[src/design/lfr_pkg.sv]
// ----------------------------------------------------------------------------
// Line and frame receiver package
// Shared types and constants: phase and status codes, opcodes, buffer sizing.
// ----------------------------------------------------------------------------
package lfr_pkg;

    // Buffer geometry. The write index can hold the depth itself, so that a
    // full buffer is detected before the next write.
    localparam int BUFFER_DEPTH = 64;
    localparam int BUF_AW       = $clog2(BUFFER_DEPTH);
    localparam int WIDX_W       = $clog2(BUFFER_DEPTH + 1);

    // Special characters.
    localparam logic [7:0] START_BYTE = 8'h7E;
    localparam logic [7:0] CR_BYTE    = 8'h0D;
    localparam logic [7:0] CHAR_O     = 8'h4F;
    localparam logic [7:0] CHAR_K     = 8'h4B;
    localparam logic [7:0] CHAR_NUL   = 8'h00;

    typedef enum logic [1:0] {
        OP_BYTE    = 2'd0,
        OP_RELEASE = 2'd1,
        OP_READ    = 2'd2,
        OP_NOP     = 2'd3
    } t_opcode;

    typedef enum logic [2:0] {
        PH_IDLE       = 3'd0,
        PH_LINE       = 3'd1,
        PH_LINE_HELD  = 3'd2,
        PH_LEN_HIGH   = 3'd3,
        PH_LEN_LOW    = 3'd4,
        PH_DATA       = 3'd5,
        PH_FRAME_HELD = 3'd6
    } t_phase;

    typedef enum logic [2:0] {
        ST_ACCEPT     = 3'd0,
        ST_LINE_DONE  = 3'd1,
        ST_FRAME_DONE = 3'd2,
        ST_OVERFLOW   = 3'd3,
        ST_OVERRUN    = 3'd4
    } t_status;

endpackage

[src/design/line_and_frame_receiver.sv]
// ----------------------------------------------------------------------------
// Line and frame receiver
// Gathers command lines or length-prefixed frames from a serial byte stream
// into a byte buffer and answers buffer reads.
// ----------------------------------------------------------------------------
// Usage:
// Each input word carries an opcode (received byte, release held result, read
// buffer entry, no operation), a data byte and a read index. Every accepted
// word produces exactly one result word: a status code, the receiver phase
// after the word, the current frame length, a flag telling whether the buffer
// starts with "OK", and the buffer byte for read words (zero otherwise).
// The input channel accepts a word when i_in_valid is high and o_in_stall is
// low; the output channel hands over a word when o_out_valid is high and
// i_out_stall is low. A result appears in the cycle after its input word, and one
// word per cycle is sustained without a stall: the phase update, the single buffer
// write and the registered buffer read all happen together. The result register
// lets a new word enter in the same cycle that the previous result is taken; while
// a result waits under a stall, o_in_stall is raised and nothing moves.
// The api_mode register is written on the configuration channel
// (i_cfg_valid with o_cfg_ready, always ready) and should only change while
// the block is idle. Reset returns the receiver to idle with an empty result
// register; the buffer contents are left as they were and read as unknown
// until written.
// ----------------------------------------------------------------------------
module line_and_frame_receiver (
    input  logic        i_clk,
    input  logic        i_rst_n,
    // Configuration channel
    input  logic        i_cfg_valid,
    output logic        o_cfg_ready,
    input  logic        i_cfg_data,
    // Input channel
    input  logic        i_in_valid,
    output logic        o_in_stall,
    input  logic [1:0]  i_opcode,
    input  logic [7:0]  i_data_byte,
    input  logic [5:0]  i_read_index,
    // Output channel
    output logic        o_out_valid,
    input  logic        i_out_stall,
    output logic [2:0]  o_status,
    output logic [2:0]  o_phase,
    output logic [15:0] o_frame_length,
    output logic        o_line_is_ok,
    output logic [7:0]  o_read_data
);
    import lfr_pkg::*;

    // Configuration register.
    logic r_api_mode;

    // Receiver state.
    t_phase              r_phase, n_phase;
    logic [WIDX_W-1:0]   r_widx, n_widx;
    logic [15:0]         r_len, n_len;

    // Copies of buffer entries 0 and 1, kept for the "OK" check so that the
    // buffer memory needs only one read port.
    logic [7:0]          r_buf0, n_buf0;
    logic [7:0]          r_buf1, n_buf1;

    // Buffer memory with a registered read port.
    logic [7:0]          r_mem [BUFFER_DEPTH];
    logic [7:0]          r_mem_q;

    // Result register. Phase, length and the "OK" flag come straight from the
    // state registers, which only change when a new word is accepted, i.e.
    // together with the result register.
    logic                r_out_valid;
    t_status             r_status, n_status;
    logic                r_rd_sel, n_rd_sel;

    logic                w_accept;
    logic                w_start;
    t_phase              w_ph;
    logic                w_wr_en;
    logic [BUF_AW-1:0]   w_wr_addr;
    logic [7:0]          w_wr_data;
    logic [BUF_AW-1:0]   w_rd_addr;
    logic                w_rd_in_range;

    assign o_cfg_ready = 1'b1;

    // The input stalls only while a finished result still waits downstream.
    assign o_in_stall = r_out_valid & i_out_stall;
    assign w_accept   = i_in_valid & ~o_in_stall;

    assign w_rd_addr     = BUF_AW'(i_read_index);
    assign w_rd_in_range = (32'(i_read_index) < BUFFER_DEPTH);

    // A start byte in frame mode aborts anything in progress, held results
    // included, before the byte is looked at.
    assign w_start = r_api_mode & (i_data_byte == START_BYTE);

    always_comb begin
        n_phase   = r_phase;
        n_widx    = r_widx;
        n_len     = r_len;
        n_status  = ST_ACCEPT;
        n_rd_sel  = 1'b0;
        w_wr_en   = 1'b0;
        w_wr_addr = BUF_AW'(r_widx);
        w_wr_data = i_data_byte;
        w_ph      = w_start ? PH_IDLE : r_phase;

        case (t_opcode'(i_opcode))
            OP_BYTE: begin
                case (w_ph)
                    PH_LINE: begin
                        if (r_widx >= WIDX_W'(BUFFER_DEPTH)) begin
                            n_status = ST_OVERFLOW;
                            n_phase  = PH_IDLE;
                        end else begin
                            w_wr_en = 1'b1;
                            if (i_data_byte == CR_BYTE) begin
                                // The carriage return is stored as a terminating zero.
                                w_wr_data = CHAR_NUL;
                                n_phase   = PH_LINE_HELD;
                                n_status  = ST_LINE_DONE;
                            end
                            n_widx = r_widx + WIDX_W'(1);
                        end
                    end
                    PH_LINE_HELD, PH_FRAME_HELD: begin
                        // The held result stays; the byte is dropped.
                        n_status = ST_OVERRUN;
                    end
                    PH_LEN_HIGH: begin
                        n_len   = {i_data_byte, 8'h00};
                        n_phase = PH_LEN_LOW;
                    end
                    PH_LEN_LOW: begin
                        n_len   = r_len | {8'h00, i_data_byte};
                        n_widx  = '0;
                        n_phase = PH_DATA;
                    end
                    PH_DATA: begin
                        if (r_widx >= WIDX_W'(BUFFER_DEPTH)) begin
                            n_status = ST_OVERFLOW;
                            n_phase  = PH_IDLE;
                        end else begin
                            w_wr_en = 1'b1;
                            // The frame holds length plus one bytes, the last one
                            // being the checksum.
                            if (16'(r_widx) == r_len) begin
                                n_phase  = PH_FRAME_HELD;
                                n_status = ST_FRAME_DONE;
                            end else begin
                                n_widx = r_widx + WIDX_W'(1);
                            end
                        end
                    end
                    default: begin
                        // Idle: a lone carriage return is ignored.
                        if (i_data_byte != CR_BYTE) begin
                            if (w_start) begin
                                n_widx  = '0;
                                n_phase = PH_LEN_HIGH;
                            end else begin
                                w_wr_en   = 1'b1;
                                w_wr_addr = '0;
                                n_widx    = WIDX_W'(1);
                                n_phase   = PH_LINE;
                            end
                        end
                    end
                endcase
            end
            OP_RELEASE: begin
                if (r_phase == PH_LINE_HELD || r_phase == PH_FRAME_HELD) begin
                    n_phase = PH_IDLE;
                end
            end
            OP_READ: begin
                n_rd_sel = w_rd_in_range;
            end
            default: begin
            end
        endcase

        n_buf0 = r_buf0;
        n_buf1 = r_buf1;
        if (w_wr_en && w_wr_addr == BUF_AW'(0)) begin
            n_buf0 = w_wr_data;
        end
        if (w_wr_en && w_wr_addr == BUF_AW'(1)) begin
            n_buf1 = w_wr_data;
        end
    end

    always_ff @(posedge i_clk) begin
        if (!i_rst_n) begin
            r_api_mode <= 1'b0;
        end else if (i_cfg_valid && o_cfg_ready) begin
            r_api_mode <= i_cfg_data;
        end
    end

    always_ff @(posedge i_clk) begin
        if (!i_rst_n) begin
            r_phase     <= PH_IDLE;
            r_widx      <= '0;
            r_len       <= '0;
            r_out_valid <= 1'b0;
        end else begin
            if (w_accept) begin
                r_phase     <= n_phase;
                r_widx      <= n_widx;
                r_len       <= n_len;
                r_out_valid <= 1'b1;
            end else if (r_out_valid && !i_out_stall) begin
                r_out_valid <= 1'b0;
            end
        end
    end

    // Payload registers, no reset needed.
    always_ff @(posedge i_clk) begin
        if (w_accept) begin
            r_status <= n_status;
            r_rd_sel <= n_rd_sel;
            r_buf0   <= n_buf0;
            r_buf1   <= n_buf1;
        end
    end

    always_ff @(posedge i_clk) begin
        if (w_accept && w_wr_en) begin
            r_mem[w_wr_addr] <= w_wr_data;
        end
    end

    always_ff @(posedge i_clk) begin
        if (w_accept) begin
            r_mem_q <= r_mem[w_rd_addr];
        end
    end

    assign o_out_valid    = r_out_valid;
    assign o_status       = r_status;
    assign o_phase        = r_phase;
    assign o_frame_length = r_len;
    assign o_line_is_ok   = (r_buf0 == CHAR_O) && (r_buf1 == CHAR_K);
    assign o_read_data    = r_rd_sel ? r_mem_q : 8'h00;

    // The write index never runs past the buffer depth.
    a_widx_bound: assert property (@(posedge i_clk) disable iff (!i_rst_n)
        r_widx <= WIDX_W'(BUFFER_DEPTH))
        else $error("write index beyond buffer depth");

    // Waiting for the low length byte, the low half of the length is clear.
    a_len_low_clear: assert property (@(posedge i_clk) disable iff (!i_rst_n)
        r_phase == PH_LEN_LOW |-> r_len[7:0] == 8'h00)
        else $error("length low byte not clear before it is received");

    // A completion status always comes with the matching held phase.
    a_done_held: assert property (@(posedge i_clk) disable iff (!i_rst_n)
        r_out_valid && r_status == ST_FRAME_DONE |-> r_phase == PH_FRAME_HELD)
        else $error("frame complete without frame held phase");

    a_line_held: assert property (@(posedge i_clk) disable iff (!i_rst_n)
        r_out_valid && r_status == ST_LINE_DONE |-> r_phase == PH_LINE_HELD)
        else $error("line complete without line held phase");

    // A byte that is not a start byte, arriving while a result is held,
    // is reported as an overrun and leaves the phase alone.
    a_overrun: assert property (@(posedge i_clk) disable iff (!i_rst_n)
        w_accept && i_opcode == OP_BYTE && !w_start &&
        (r_phase == PH_LINE_HELD || r_phase == PH_FRAME_HELD)
        |=> r_status == ST_OVERRUN && $stable(r_phase))
        else $error("byte while held not reported as overrun");

endmodule
[config.mk]
export PLATFORM = sky130hd
export DESIGN_NAME = line_and_frame_receiver
export DESIGN_NICKNAME = d
export VERILOG_FILES = /design/src/design/lfr_pkg.sv /design/src/design/line_and_frame_receiver.sv
export SDC_FILE = /design/constraint.sdc
export NUM_CORES = 1
export LEC_CHECK = 0
export ABC_AREA = 1
export BUFFER_PORTS_ARGS = -buffer_cell sky130_fd_sc_hd__buf_2
export CORE_MARGIN = 2
export CORE_UTILIZATION = 40
export CTS_BUF_LIST = sky130_fd_sc_hd__clkbuf_16
export CTS_CLUSTER_DIAMETER = 30
export DETAILED_ROUTE_END_ITERATION = 8
export GPL_TIMING_DRIVEN = 0
export REMOVE_ABC_BUFFERS = 1
export SETUP_SLACK_MARGIN = 0.05
export SYNTH_ARGS = -nofsm -noshare
export SYNTH_HDL_FRONTEND = slang
export SYNTH_SLANG_ARGS = --single-unit
[constraint.sdc]
create_clock -name i_clk -period 3.95 [get_ports i_clk]
set_input_delay 0.1975 -clock i_clk [delete_from_list [all_inputs] [get_ports i_clk]]
set_output_delay 0.1975 -clock i_clk [all_outputs]
set_load 0.01 [all_outputs]
==> impl_metrics.tcl <==
set metrics [dict create \
    status "finished, final reports clean" \
    place.gp.congestion 0.821 \
    drc_errors 0 \
    min_to "o_phase[1]$_SDFFE_PN0P_" \
    powerDensity_nw_per_um2 585 \
    clock_sinks 568 \
    num_rows 88 \
    ys_seq_area_frac 0.721 \
    setup_ws_ns 0.143 \
    path_delay_family "simple AND/OR/NAND/NOR gates" \
    cts_buffers 113 \
    grt_pass1_wl_mm 89.8 \
    die_w_um 245 \
    max_stage_delay_ns 0.86 \
    netSwitchingFraction 0.221 \
    path_class "input port to flop" \
    final_layout_size_suffix_gt1_frac 0.148 \
    tightest_slew_ns 0.925 \
    fill_cells 4944 \
    cp.depth 14 \
    track_usage 0.197 \
    vias 15400 \
    max-vdd-ir-drop_v 0.000362 \
    holdWs_ns 0.0274 \
    place_ws_ns -1.05 \
    switchingPower_mw 3.64 \
    hold_viol_final 0 \
    seqPwrFrac 0.404 \
    startpoint_type "input port" \
    finalSetupViolCount 0 \
    grt_pass1_vias 15100 \
    r2r-end "r_mem[25][1]$_DFFE_PP_" \
    area_growth_pct 20.9 \
    internal_power_mw 12.8 \
    power_mw 16.4 \
    slew_headroom 0.384 \
    routedWlPerCell_um 21.0 \
    p_clk_frac 0.552 \
    rr_worst_depth 13 \
    rsz0062_at_grt "yes" \
    slowest_stage "nor2_1" \
    arrival_ns 4.06 \
    grt_overflow 0 \
    final_cell_mix "edfxtp_1 (540), nor2_1 (336), o21ai_0 (261)" \
    dieArea_um2 60100 \
    comb_power_share 0.044 \
    vias_per_cell 5.50 \
    antenna_found_initial 0 \
    max_clock_freq_ghz 0.263 \
    cts-root-buf "clkbuf_16" \
    ff_latch_area_um2 16800 \
    hold_start "i_opcode[0]" \
    num_antenna_cells 0 \
    routed_wl_mm 58.8 \
    coreArea_um2 57600 \
    synth_warnings 0 \
    period_share 0.964 \
    syn-cell-area_um2 23300 \
    initial_core_util 0.404 \
    syn_inst 1876 \
    dp.final_hpwl_mm 32.3 \
    nets 1973 \
    htreeDepth 3 \
    end_kind "flop" \
    hold_class "input port to flop" \
    path_cells "buf_4 -> nand2_1 -> nor2_4 -> nand3_4 -> nand2_1 -> ha_1 -> nand3_1 -> nand2_1 -> inv_2 -> nand2_8 -> nand4_1 -> inv_1 -> nand2_1 -> nor2_1" \
    final_common_cell "edfxtp_1" \
    drv_slew 0 \
    drv_cap 0 \
    clockBufferDepth 3 \
    r2r_start "r_api_mode$_SDFFE_PN0P_" \
    firstDrtPassIters 7 \
    critical_path.max_fanout 71 \
    rrSetupSlack_ns 0.19 \
    num_io_pins 56 \
    synthDistinctLibCells 41 \
    placed_cells 2584 \
    drt_iter0_drc 1546 \
    p_leak_nw 9.43 \
    worstSkewPairLatency_ns 0.66 \
    stdcell_count 2804 \
    tritoncts "built" \
    cts.clk_slew.worst_paths_ns 0.04 \
    dieHeight_um 245 \
    path_buf_inv 3 \
    grt_max_degree 136 \
    finClkSkew_ns 0.0289 \
    syn_area_per_cell_um2 12.4 \
    post-route-min-period_ns 3.81 \
    post_cts_buffers 0 \
    crit_path_frequent_cell "nand2_1" \
    ys_seq_elements 568 \
    min_path_cells 5 \
    antenna_left 0 \
    portBuffers 54 \
    required_ns 4.21 \
    multi_input_area_um2 5730 \
]
==> flip-flops by register name, indices dropped and copies added, names as in the netlist, 3 cells and up <==
| name | cells |
|---|---|
| o_status | 3 |
| r_buf1 | 8 |
| r_buf0 | 8 |
| r_widx | 7 |
| o_phase | 3 |
| o_frame_length | 16 |
| r_mem | 512 |
| r_mem_q | 8 |
==> power groups by stage <==
stage	Combinational [mW]	Sequential (mW)	Clock, mW
finish	0.724	6.64	9.08
global route	0.796	6.64	9.49
CTS	0.722	6.64	9.18
detailed placement	0.712	6.75	0
global placement	0.691	6.76	0
floorplan	0.346	6.75	0
==> worst max-delay path by stage <==
stage                                   endpoint  slack (ns)                      from
after floorplan           r_mem[36][0]$_DFFE_PP_        1.13  o_out_valid$_SDFFE_PN0P_
after global placement      r_mem_q[6]$_DFFE_PP_       -6.11           i_read_index[0]
after detailed placement  r_mem[22][0]$_DFFE_PP_       -1.05            i_data_byte[4]
after CTS                  r_mem[6][5]$_DFFE_PP_       -0.02  o_out_valid$_SDFFE_PN0P_
after global routing      r_mem[25][5]$_DFFE_PP_       -0.06            i_data_byte[5]
final                     r_mem[25][1]$_DFFE_PP_        0.14            i_data_byte[5]
==> per-layer routing <==
| layer | GRT usage | vias up | wire length [µm] |
|---|---|---|---|
| li1 | - | 7106 | - |
| met1 | 0.272 | 7618 | 26000 |
| met2 | 0.312 | 577 | 27300 |
| met3 | 0.0370 | 113 | 3950 |
| met4 | 0.0705 | 0 | 1520 |
| met5 | 0 | - | 0 |
==> worst reg2reg max path: stages (launching register included) <==
cell     delay, ns
dfxtp_1       0.35
nand2_1       0.10
nor2_4        0.18
nand3_4       0.11
nand2_1       0.16
ha_1          0.20
nand3_1       0.37
nand2_1       0.20
inv_2         0.08
nand2_8       0.11
nand4_1       0.11
inv_1         0.09
nand2_1       0.45
nor2_1        0.87
==> metrics by stage <==
step	instance area, µm²	utilization	TNS (ns)
finish	28100	0.488	0
global route	28100	0.488	-1.19
CTS	28100	0.487	-0.212
detailed placement	24300	0.421	-338.67
global placement	24000	0.417	-599.30
floorplan	22800	-	0
==> cells in the mapped netlist (all sizes together) <==
| library cell | count | area share |
|---|---|---|
| a211oi | 2 | 0.00065 |
| conb | 1 | 0.00016 |
| edfxtp | 540 | 0.70 |
| ha | 8 | 0.0043 |
| nand3b | 1 | 0.00032 |
| clkinv | 1 | 0.00016 |
| a21boi | 1 | 0.00081 |
| o22ai | 86 | 0.023 |
| nor3b | 2 | 0.00065 |
| and2 | 1 | 0.00027 |
| clkbuf | 82 | 0.013 |
| o21ai | 267 | 0.058 |
| nor4 | 1 | 0.00027 |
| xor2 | 3 | 0.0011 |
| o211ai | 65 | 0.021 |
| o2111ai | 1 | 0.00038 |
| dfxtp | 28 | 0.024 |
| nor2 | 367 | 0.061 |
| or2 | 3 | 0.00081 |
| nand3 | 69 | 0.017 |
| inv | 84 | 0.014 |
| nand4 | 17 | 0.0046 |
| o221ai | 48 | 0.018 |
| buf | 39 | 0.0086 |
| nor3 | 5 | 0.0020 |
| nand2 | 131 | 0.023 |
| o31ai | 1 | 0.00032 |
| a21oi | 22 | 0.0052 |
==> repair_timing <==
item,in CTS,in global routing
pin swaps,0,1
resized for setup,5,21
endpoints found under the hold margin,13,0
hold buffers,9,0
setup endpoints to repair,306,193
==> final cells by class <==
cell class              count  area share
multi-input cells        1102       0.204
inverters                  85      0.0117
clock buffers             117       0.104
flip-flops and latches    568       0.597
well taps                 765      0.0340
clock inverters            94      0.0279
repair buffers             73      0.0222
==> cells by family (layout without fill, tap and decap cells) <==
| family | after synthesis | count (layout) | share of synthesized area |
|---|---|---|---|
| other | 1 | 1 | 0.000161 |
| XOR/XNOR | 3 | 3 | 0.00113 |
| flip-flops | 568 | 568 | 0.721 |
| buffers and inverters | 206 | 369 | 0.0355 |
| AND/OR/NAND/NOR | 597 | 597 | 0.111 |
| adder cells (fa/ha/maj) | 8 | 8 | 0.00430 |
| AO/OA/AOI/OAI | 493 | 493 | 0.127 |
(Power assumes the default switching activity.)
